===== config.mk =====
export PLATFORM = sky130hd
export DESIGN_NAME = bar_inclusion_merge_fractal_detect
export DESIGN_NICKNAME = d
export VERILOG_FILES = /design/src/rtl/bimfd_pkg.sv /design/src/rtl/bar_inclusion_merge_fractal_detect.sv /design/src/rtl/bimfd_front.sv /design/src/rtl/bimfd_back.sv
export SDC_FILE = /design/constraint.sdc
export NUM_CORES = 2
export LEC_CHECK = 0
export ABC_AREA = 1
export BUFFER_PORTS_ARGS = -buffer_cell sky130_fd_sc_hd__buf_2
export CAP_MARGIN = 20
export CORE_AREA = 3 3 378 380
export DETAILED_ROUTE_END_ITERATION = 10
export DIE_AREA = 0 0 381 383
export MAX_ROUTING_LAYER = met4
export PLACE_DENSITY = 0.61
export SETUP_SLACK_MARGIN = 0.3
export SLEW_MARGIN = 40
export SYNTH_ARGS = -nofsm -noshare
export SYNTH_HDL_FRONTEND = slang
export SYNTH_SLANG_ARGS = --single-unit
export TNS_END_PERCENT = 30

===== constraint.sdc =====
create_clock -name i_clk -period 22.1 [get_ports i_clk]
set_input_delay 4.42 -clock i_clk [delete_from_list [all_inputs] [get_ports i_clk]]
set_output_delay 4.42 -clock i_clk [all_outputs]
set_load 0.02 [all_outputs]

===== src/rtl/bimfd_pkg.sv =====
package bimfd_pkg;

    localparam int PRICE_BITS = 32;
    localparam int TIME_BITS  = 63;
    localparam int VOL_BITS   = 48;
    localparam int AMT_BITS   = 56;
    localparam int KIND_BITS  = 2;

    localparam logic [KIND_BITS-1:0] KIND_NONE   = 2'd0;
    localparam logic [KIND_BITS-1:0] KIND_TOP    = 2'd1;
    localparam logic [KIND_BITS-1:0] KIND_BOTTOM = 2'd2;

    localparam logic MARK_TOP    = 1'b0;
    localparam logic MARK_BOTTOM = 1'b1;

    localparam logic [1:0] HELD_NONE  = 2'd0;
    localparam logic [1:0] HELD_ONE   = 2'd1;
    localparam logic [1:0] HELD_THREE = 2'd3;

    localparam logic [1:0] SEEN_TWO = 2'd2;

    typedef logic [PRICE_BITS-1:0] t_price;
    typedef logic [TIME_BITS-1:0]  t_time;
    typedef logic [VOL_BITS-1:0]   t_vol;
    typedef logic [AMT_BITS-1:0]   t_amt;

    typedef struct packed {
        t_time  bar_time;
        t_price bar_open;
        t_price bar_close;
        t_price bar_high;
        t_price bar_low;
        t_vol   bar_volume;
        t_amt   bar_amount;
        logic   falling;    // open above close
    } t_item;

    typedef struct packed {
        logic  valid;
        t_item item;
    } t_head;

endpackage


===== src/rtl/bar_inclusion_merge_fractal_detect.sv =====
// Bar inclusion merge and fractal detection.
// Input channel: one raw price bar per request (time, open, close, high,
// low, volume, amount), taken when i_in_valid is high and o_in_stall low.
// Output channel: one result per input bar, in order, presented on
// o_out_valid and held while i_out_stall is high. A result carries the
// merged flag, the current merged bar and any top or bottom fractal found.
// A bar accepted into the queue is popped into the output register,
// which drives o_out_valid. Throughput: one bar per cycle while
// i_out_stall is low; the back end updates the held bars on each pop.
// The front end classifies each bar and parks it in a two-entry queue;
// the back end pops the queue whenever its output register is free or
// being drained, and the queue keeps taking bars while a result waits.
// When the receiver stalls, the result holds, the queue fills, and
// o_in_stall rises once both queue entries are occupied.
// Reset (i_rst_n low, synchronous) empties the queue and output register
// and clears all held bars, the fractal count and the last mark.
module bar_inclusion_merge_fractal_detect
    import bimfd_pkg::*;
(
    input  logic                 i_clk,
    input  logic                 i_rst_n,
    input  logic                 i_in_valid,
    output logic                 o_in_stall,
    input  t_time                i_bar_time,
    input  t_price               i_bar_open,
    input  t_price               i_bar_close,
    input  t_price               i_bar_high,
    input  t_price               i_bar_low,
    input  t_vol                 i_bar_volume,
    input  t_amt                 i_bar_amount,
    output logic                 o_out_valid,
    input  logic                 i_out_stall,
    output logic                 o_merged,
    output t_time                o_out_time,
    output t_price               o_out_open,
    output t_price               o_out_close,
    output t_price               o_out_high,
    output t_price               o_out_low,
    output t_vol                 o_out_volume,
    output t_amt                 o_out_amount,
    output logic [KIND_BITS-1:0] o_fractal_kind,
    output t_time                o_fractal_time,
    output t_price               o_fractal_price
);

    t_head w_head;
    logic  w_pop;

    bimfd_front u_front (
        .i_clk        (i_clk),
        .i_rst_n      (i_rst_n),
        .i_in_valid   (i_in_valid),
        .o_in_stall   (o_in_stall),
        .i_bar_time   (i_bar_time),
        .i_bar_open   (i_bar_open),
        .i_bar_close  (i_bar_close),
        .i_bar_high   (i_bar_high),
        .i_bar_low    (i_bar_low),
        .i_bar_volume (i_bar_volume),
        .i_bar_amount (i_bar_amount),
        .o_head       (w_head),
        .i_pop        (w_pop)
    );

    bimfd_back u_back (
        .i_clk           (i_clk),
        .i_rst_n         (i_rst_n),
        .i_head          (w_head),
        .o_pop           (w_pop),
        .o_out_valid     (o_out_valid),
        .i_out_stall     (i_out_stall),
        .o_merged        (o_merged),
        .o_out_time      (o_out_time),
        .o_out_open      (o_out_open),
        .o_out_close     (o_out_close),
        .o_out_high      (o_out_high),
        .o_out_low       (o_out_low),
        .o_out_volume    (o_out_volume),
        .o_out_amount    (o_out_amount),
        .o_fractal_kind  (o_fractal_kind),
        .o_fractal_time  (o_fractal_time),
        .o_fractal_price (o_fractal_price)
    );

    // a merged bar never finalizes a bar, so it cannot report a fractal
    a_merge_no_fractal: assert property (@(posedge i_clk) disable iff (!i_rst_n)
        (o_out_valid && o_merged) |-> (o_fractal_kind == KIND_NONE))
        else $error("fractal reported on a merged bar");

    a_kind_legal: assert property (@(posedge i_clk) disable iff (!i_rst_n)
        o_out_valid |-> (o_fractal_kind == KIND_NONE || o_fractal_kind == KIND_TOP ||
                         o_fractal_kind == KIND_BOTTOM))
        else $error("illegal fractal kind");

    a_none_zero: assert property (@(posedge i_clk) disable iff (!i_rst_n)
        (o_out_valid && o_fractal_kind == KIND_NONE) |->
        (o_fractal_time == '0 && o_fractal_price == '0))
        else $error("fractal fields set without a fractal");

    // the queue pops only into a free or draining output register
    a_pop_room: assert property (@(posedge i_clk) disable iff (!i_rst_n)
        w_pop |-> (w_head.valid && (!o_out_valid || !i_out_stall)))
        else $error("queue popped without room");

endmodule


===== src/rtl/bimfd_front.sv =====
module bimfd_front
    import bimfd_pkg::*;
(
    input  logic   i_clk,
    input  logic   i_rst_n,
    input  logic   i_in_valid,
    output logic   o_in_stall,
    input  t_time  i_bar_time,
    input  t_price i_bar_open,
    input  t_price i_bar_close,
    input  t_price i_bar_high,
    input  t_price i_bar_low,
    input  t_vol   i_bar_volume,
    input  t_amt   i_bar_amount,
    output t_head  o_head,
    input  logic   i_pop
);

    t_item      r_slot0;
    t_item      r_slot1;
    logic       r_wr_ptr;
    logic       r_rd_ptr;
    logic [1:0] r_count;
    logic [1:0] n_count;
    logic       w_push;
    logic       w_pop;
    t_item      w_item;

    assign o_in_stall = r_count[1];
    assign w_push     = i_in_valid && !r_count[1];
    assign w_pop      = i_pop && (r_count != 2'd0);

    always_comb begin
        w_item.bar_time   = i_bar_time;
        w_item.bar_open   = i_bar_open;
        w_item.bar_close  = i_bar_close;
        w_item.bar_high   = i_bar_high;
        w_item.bar_low    = i_bar_low;
        w_item.bar_volume = i_bar_volume;
        w_item.bar_amount = i_bar_amount;
        w_item.falling    = i_bar_open > i_bar_close;
    end

    always_comb begin
        n_count = r_count;
        if (w_push && !w_pop) begin
            n_count = r_count + 2'd1;
        end else if (w_pop && !w_push) begin
            n_count = r_count - 2'd1;
        end
    end

    always_ff @(posedge i_clk) begin
        if (!i_rst_n) begin
            r_wr_ptr <= 1'b0;
            r_rd_ptr <= 1'b0;
            r_count  <= 2'd0;
        end else begin
            r_count <= n_count;
            if (w_push) begin
                r_wr_ptr <= !r_wr_ptr;
            end
            if (w_pop) begin
                r_rd_ptr <= !r_rd_ptr;
            end
        end
    end

    always_ff @(posedge i_clk) begin
        if (w_push && !r_wr_ptr) begin
            r_slot0 <= w_item;
        end
        if (w_push && r_wr_ptr) begin
            r_slot1 <= w_item;
        end
    end

    assign o_head.valid = (r_count != 2'd0);
    assign o_head.item  = r_rd_ptr ? r_slot1 : r_slot0;

endmodule


===== src/rtl/bimfd_back.sv =====
module bimfd_back
    import bimfd_pkg::*;
(
    input  logic                 i_clk,
    input  logic                 i_rst_n,
    input  t_head                i_head,
    output logic                 o_pop,
    output logic                 o_out_valid,
    input  logic                 i_out_stall,
    output logic                 o_merged,
    output t_time                o_out_time,
    output t_price               o_out_open,
    output t_price               o_out_close,
    output t_price               o_out_high,
    output t_price               o_out_low,
    output t_vol                 o_out_volume,
    output t_amt                 o_out_amount,
    output logic [KIND_BITS-1:0] o_fractal_kind,
    output t_time                o_fractal_time,
    output t_price               o_fractal_price
);

    // held bar state
    t_time      r_cur_time;
    t_price     r_cur_open;
    t_price     r_cur_close;
    t_price     r_cur_high;
    t_price     r_cur_low;
    t_vol       r_cur_volume;
    t_amt       r_cur_amount;
    t_price     r_prev_high;
    t_price     r_prev_low;
    t_time      r_prev_time;
    logic [1:0] r_held;
    logic [1:0] r_seen;
    logic       r_last_mark;

    t_time      n_cur_time;
    t_price     n_cur_open;
    t_price     n_cur_close;
    t_price     n_cur_high;
    t_price     n_cur_low;
    t_vol       n_cur_volume;
    t_amt       n_cur_amount;
    t_price     n_prev_high;
    t_price     n_prev_low;
    t_time      n_prev_time;
    logic [1:0] n_held;
    logic [1:0] n_seen;
    logic       n_last_mark;

    // output register
    logic                 r_out_valid;
    logic                 r_merged;
    t_time                r_out_time;
    t_price               r_out_open;
    t_price               r_out_close;
    t_price               r_out_high;
    t_price               r_out_low;
    t_vol                 r_out_volume;
    t_amt                 r_out_amount;
    logic [KIND_BITS-1:0] r_kind;
    t_time                r_ftime;
    t_price               r_fprice;

    logic [KIND_BITS-1:0] n_kind;
    t_time                n_ftime;
    t_price               n_fprice;

    t_item               w_it;
    logic                w_inside;
    logic                w_merge;
    logic                w_up;
    t_price              w_mh;
    t_price              w_ml;
    t_time               w_mt;
    logic [VOL_BITS:0]   w_vsum;
    logic [AMT_BITS:0]   w_asum;
    logic                w_top;
    logic                w_bottom;
    logic                w_mark;
    logic                w_report;

    assign w_it  = i_head.item;
    assign o_pop = i_head.valid && (!r_out_valid || !i_out_stall);

    always_comb begin
        w_inside = (r_cur_high <= w_it.bar_high && r_cur_low >= w_it.bar_low) ||
                   (r_cur_high >= w_it.bar_high && r_cur_low <= w_it.bar_low);
        w_merge  = r_held[1] && (r_prev_high != r_cur_high) && w_inside;
        w_up     = r_prev_high < r_cur_high;

        if (w_up) begin
            w_mh = (r_cur_high > w_it.bar_high) ? r_cur_high : w_it.bar_high;
            w_ml = (r_cur_low > w_it.bar_low) ? r_cur_low : w_it.bar_low;
            w_mt = (r_cur_high > w_it.bar_high) ? r_cur_time : w_it.bar_time;
        end else begin
            w_mh = (r_cur_high < w_it.bar_high) ? r_cur_high : w_it.bar_high;
            w_ml = (r_cur_low < w_it.bar_low) ? r_cur_low : w_it.bar_low;
            w_mt = (r_cur_low < w_it.bar_low) ? r_cur_time : w_it.bar_time;
        end

        w_vsum = {1'b0, r_cur_volume} + {1'b0, w_it.bar_volume};
        w_asum = {1'b0, r_cur_amount} + {1'b0, w_it.bar_amount};

        // after a shift: older = prev, middle = cur, newest = incoming bar
        w_top    = (r_prev_high < r_cur_high) && (r_cur_high > w_it.bar_high) &&
                   (r_prev_low < r_cur_low) && (r_cur_low > w_it.bar_low);
        w_bottom = (r_prev_low > r_cur_low) && (r_cur_low < w_it.bar_low) &&
                   (r_prev_high > r_cur_high) && (r_cur_high < w_it.bar_high);
        w_mark   = w_top ? MARK_TOP : MARK_BOTTOM;

        n_cur_time   = r_cur_time;
        n_cur_open   = r_cur_open;
        n_cur_close  = r_cur_close;
        n_cur_high   = r_cur_high;
        n_cur_low    = r_cur_low;
        n_cur_volume = r_cur_volume;
        n_cur_amount = r_cur_amount;
        n_prev_high  = r_prev_high;
        n_prev_low   = r_prev_low;
        n_prev_time  = r_prev_time;
        n_held       = r_held;
        n_seen       = r_seen;
        n_last_mark  = r_last_mark;
        n_kind       = KIND_NONE;
        n_ftime      = '0;
        n_fprice     = '0;
        w_report     = 1'b0;

        if (w_merge) begin
            n_cur_time   = w_mt;
            n_cur_high   = w_mh;
            n_cur_low    = w_ml;
            n_cur_open   = w_it.falling ? w_mh : w_ml;
            n_cur_close  = w_it.falling ? w_ml : w_mh;
            n_cur_volume = w_vsum[VOL_BITS] ? {VOL_BITS{1'b1}} : w_vsum[VOL_BITS-1:0];
            n_cur_amount = w_asum[AMT_BITS] ? {AMT_BITS{1'b1}} : w_asum[AMT_BITS-1:0];
        end else begin
            if (r_held == HELD_NONE) begin
                n_held = HELD_ONE;
            end else begin
                n_prev_high = r_cur_high;
                n_prev_low  = r_cur_low;
                n_prev_time = r_cur_time;
                if (r_held != HELD_THREE) begin
                    n_held = r_held + 2'd1;
                end
            end
            n_cur_time   = w_it.bar_time;
            n_cur_open   = w_it.bar_open;
            n_cur_close  = w_it.bar_close;
            n_cur_high   = w_it.bar_high;
            n_cur_low    = w_it.bar_low;
            n_cur_volume = w_it.bar_volume;
            n_cur_amount = w_it.bar_amount;

            // drop a repeated mark once two fractals have been reported
            w_report = (n_held == HELD_THREE) && (w_top || w_bottom) &&
                       !((r_seen == SEEN_TWO) && (w_mark == r_last_mark));
            if (w_report) begin
                n_kind      = w_top ? KIND_TOP : KIND_BOTTOM;
                n_ftime     = r_cur_time;
                n_fprice    = w_top ? r_cur_high : r_cur_low;
                n_last_mark = w_mark;
                if (r_seen != SEEN_TWO) begin
                    n_seen = r_seen + 2'd1;
                end
            end
        end
    end

    always_ff @(posedge i_clk) begin
        if (!i_rst_n) begin
            r_cur_time   <= '0;
            r_cur_open   <= '0;
            r_cur_close  <= '0;
            r_cur_high   <= '0;
            r_cur_low    <= '0;
            r_cur_volume <= '0;
            r_cur_amount <= '0;
            r_prev_high  <= '0;
            r_prev_low   <= '0;
            r_prev_time  <= '0;
            r_held       <= HELD_NONE;
            r_seen       <= 2'd0;
            r_last_mark  <= MARK_TOP;
            r_out_valid  <= 1'b0;
        end else begin
            r_out_valid <= o_pop || (r_out_valid && i_out_stall);
            if (o_pop) begin
                r_cur_time   <= n_cur_time;
                r_cur_open   <= n_cur_open;
                r_cur_close  <= n_cur_close;
                r_cur_high   <= n_cur_high;
                r_cur_low    <= n_cur_low;
                r_cur_volume <= n_cur_volume;
                r_cur_amount <= n_cur_amount;
                r_prev_high  <= n_prev_high;
                r_prev_low   <= n_prev_low;
                r_prev_time  <= n_prev_time;
                r_held       <= n_held;
                r_seen       <= n_seen;
                r_last_mark  <= n_last_mark;
            end
        end
    end

    always_ff @(posedge i_clk) begin
        if (o_pop) begin
            r_merged     <= w_merge;
            r_out_time   <= n_cur_time;
            r_out_open   <= n_cur_open;
            r_out_close  <= n_cur_close;
            r_out_high   <= n_cur_high;
            r_out_low    <= n_cur_low;
            r_out_volume <= n_cur_volume;
            r_out_amount <= n_cur_amount;
            r_kind       <= n_kind;
            r_ftime      <= n_ftime;
            r_fprice     <= n_fprice;
        end
    end

    assign o_out_valid     = r_out_valid;
    assign o_merged        = r_merged;
    assign o_out_time      = r_out_time;
    assign o_out_open      = r_out_open;
    assign o_out_close     = r_out_close;
    assign o_out_high      = r_out_high;
    assign o_out_low       = r_out_low;
    assign o_out_volume    = r_out_volume;
    assign o_out_amount    = r_out_amount;
    assign o_fractal_kind  = r_kind;
    assign o_fractal_time  = r_ftime;
    assign o_fractal_price = r_fprice;

endmodule


==> results.tsv <==
metric	value	unit
status	finished clean	
switching share of power	0.459	
row cnt	137	
Die Y-Extent	383	µm
TritonCTS buffer count	139	
FF/Latch Area	35700	µm²
routability cong.	0.990	
Worst path most repeated cell	buf_6	
post-synthesis simple-gate area fraction	0.209	
setup TNS	0	ns
Fmax	135	MHz
vias in the first global route	47937	
sequential share of the synthesized area	0.569	
Final Util	0.522	
Clock Power Share	0.201	
Mapped Cells	6968	
CTS Root Cell	clkbuf_16	
fin crit period	7.43	ns
register bit total from synthesis	1290	
ys async rst share	0	
Int Power	0.00650	W
final hold vios	0	
core footprint	140000	µm²
Slew Viols, Final	0	
P per Cell Area	165	nW/µm²
startpoint class of the critical path	input pin	
Slowest-stage cell, CP	buf_4	
final clock skew	0.0333	ns
DRC violations left	0	
unrepaired setup endpoints after global routing	false	
DR vias	51117	
syn_nets	7535	
IO Port Bufs	693	
H-tree depth reported by CTS	4	
mapped cell area	62700	µm²
synth-to-layout area growth	16.2	%
clk_lat worst skew	0.79	ns
Final setup viols	0	
largest family of logic cells by synthesized area	simple AND/OR/NAND/NOR gates	
CP max FO	61	
crit path cell chain	buf_2 -> nand2_1 -> nor2_4 -> buf_8 -> buf_6 -> buf_6 -> buf_6 -> buf_4	
hold buffer count at cts	0	
Post-synth EDFFs	985	
Avg WL per Cell	22.2	µm
XOR/XNOR share of the synthesized area	0.00684	
Lkg Pwr	32.1	nW
Logic pwr share	0.464	
io pins	694	
initial antenna violation count	47	
YS warnings	0	
sequential power share	0.335	
R2R Setup Slk	15.52	ns
Netlist cell types	53	
Largest stage delay, worst path	0.66	ns
Req. time, crit path	22.51	ns
CTS Buffer Depth	3	
nets	8143	
CTS resizes	0	
initial DRC count	5096	
critical path type	in2reg	
first-pass GRT wire length	312	mm
ys flop type	edfxtp_1	
CP arrival	7.84	ns
post-synthesis compound-gate area fraction	0.0928	
clock sinks	1290	
worst-margin pin slew	0.891	ns
fin crit share	0.336	
total detailed-routing wirelength	213	mm
share of cells above drive strength 1	0.147	
worst min-delay path class	reg2reg	
grt total ovfl	0	
die area	146000	µm²
adder-cell area share of the yosys netlist	0.0537	
Die W	381	µm
Worst Setup End Kind	register	
Initial Utilization	0.449	
layout filler cell count	13020	
hpwl dp	155	mm
Multi-input gate area	23100	µm²
post-detailed-route count of antenna-violating nets	0	
TritonCTS clock tree	built	
postcts setup bufs	0	
Avg Cell Area, Syn	9.00	µm²
mux cell area share after synthesis	0.00511	
Rel. slew slack	0.400	
largest net degree at the start of global routing	148	
Overall Global Routing Usage	0.293	
Worst-path clk slew	0.06	ns
total iterations of the first detailed-routing run	6	
Peak supply drop	0.0000796	V
Max-Cap Viols	0	
Vias/cell	5.32	
P_sw	0.00550	W
[power by group through the flow]
stage,logic [W],registers (W),clock network [W]
3_3_place_gp,0.00545,0.00405,0
2_1_floorplan,0.00308,0.00460,0
5_1_grt,0.00611,0.00407,0.00256
3_5_place_dp,0.00552,0.00405,0
6_report,0.00557,0.00402,0.00241
4_1_cts,0.00554,0.00402,0.00246
[registers in the layout (all words and copies together), names as in the netlist, 48 cells and up]
signal / count
u_back.o_fractal_time: 63
u_back.r_cur_time: 63
u_front.r_slot0: 296
u_back.r_cur_amount: 56
u_back.o_out_volume: 48
u_back.r_cur_volume: 48
u_front.r_slot1: 296
u_back.o_out_amount: 56
u_back.o_out_time: 63
[logic make-up after synthesis]
family	Yosys count
simple gates	3226
flops	1290
compound gates	1096
buf+inv	1007
fa+ha+maj	268
xor+xnor	49
mux	32
[synth_stat cells (52+ instances only)]
| master | n | area [µm²] |
|---|---|---|
| nand2_1 | 2028 | 7610 |
| edfxtp_1 | 985 | 29600 |
| inv_1 | 722 | 2710 |
| nor2_1 | 641 | 2410 |
| a21oi_1 | 487 | 2440 |
| o21ai_0 | 362 | 1810 |
| nand3_1 | 329 | 1650 |
| dfxtp_1 | 305 | 6110 |
| ha_1 | 266 | 3330 |
| clkbuf_1 | 169 | 634 |
| or2_2 | 121 | 757 |
| o21ai_1 | 114 | 571 |
| buf_2 | 74 | 370 |
| nand4_1 | 52 | 325 |
[final cells by class]
type / instances / area share
diodes: 29 / 0.000996
clock buffers: 186 / 0.0531
clock inverters: 74 / 0.0126
inverters: 729 / 0.0382
multi-input cells: 4671 / 0.318
flip-flops and latches: 1290 / 0.490
well taps: 1876 / 0.0322
repair buffers: 745 / 0.0556
[layer usage]
layer	wire, µm	global-route usage	part of all wire
met5	0	-	0
met4	7770	0.0973	0.036
met3	16700	0.0467	0.078
met2	95700	0.443	0.45
met1	93300	0.405	0.44
[worst paths after layout]
check	from	to	cells after the start
setup / recovery	i_in_valid	u_front.r_slot0[206]	8
hold / removal	u_back.r_prev_low[7]	u_back.r_prev_low[7]	2
setup reg to reg	u_front.r_rd_ptr	u_back.o_out_close[21]	16
hold reg to reg	u_back.r_prev_low[7]	u_back.r_prev_low[7]	2
[cell usage in the layout, fill, tap and decap left out, types with 10 or more instances in the layout]
cell,n
nand2_1,2027
edfxtp_1,985
inv_1,721
buf_2,693
nor2_1,638
a21oi_1,487
o21ai_0,348
nand3_1,329
dfxtp_1,304
ha_1,266
clkbuf_16,142
o21ai_1,124
or2_2,121
nand4_1,52
xor2_1,43
o211ai_1,39
mux2i_1,32
diode_2,29
clkbuf_1,29
buf_4,28
clkinv_2,26
nor3_1,21
o21bai_1,21
o22ai_1,19
clkinv_1,16
a21o_1,15
clkbuf_8,15
buf_6,15
bufinv_16,13
nor2_2,12
o21a_1,10
a31oi_1,10
[critical path: cells and delay by family]
family	cells	cell delay [ns]
simple gates	2	0.59
buf+inv	6	2.60
[per-stage QoR]
stage                     instances  total power (W)  worst slack (ns)  area, µm²  hold WS [ns]
final                          9600           0.0120             14.67      72900         0.468
after global routing           9588           0.0127             14.45      72800         0.479
after CTS                      9570           0.0120             14.21      72800         0.467
after detailed placement       9310          0.00957             13.33      68000         0.456
after global placement         9305          0.00950             12.90      67800         0.452
after floorplan                6968          0.00768              4.35      62700         0.435
Power figures use the tool's default switching activity.
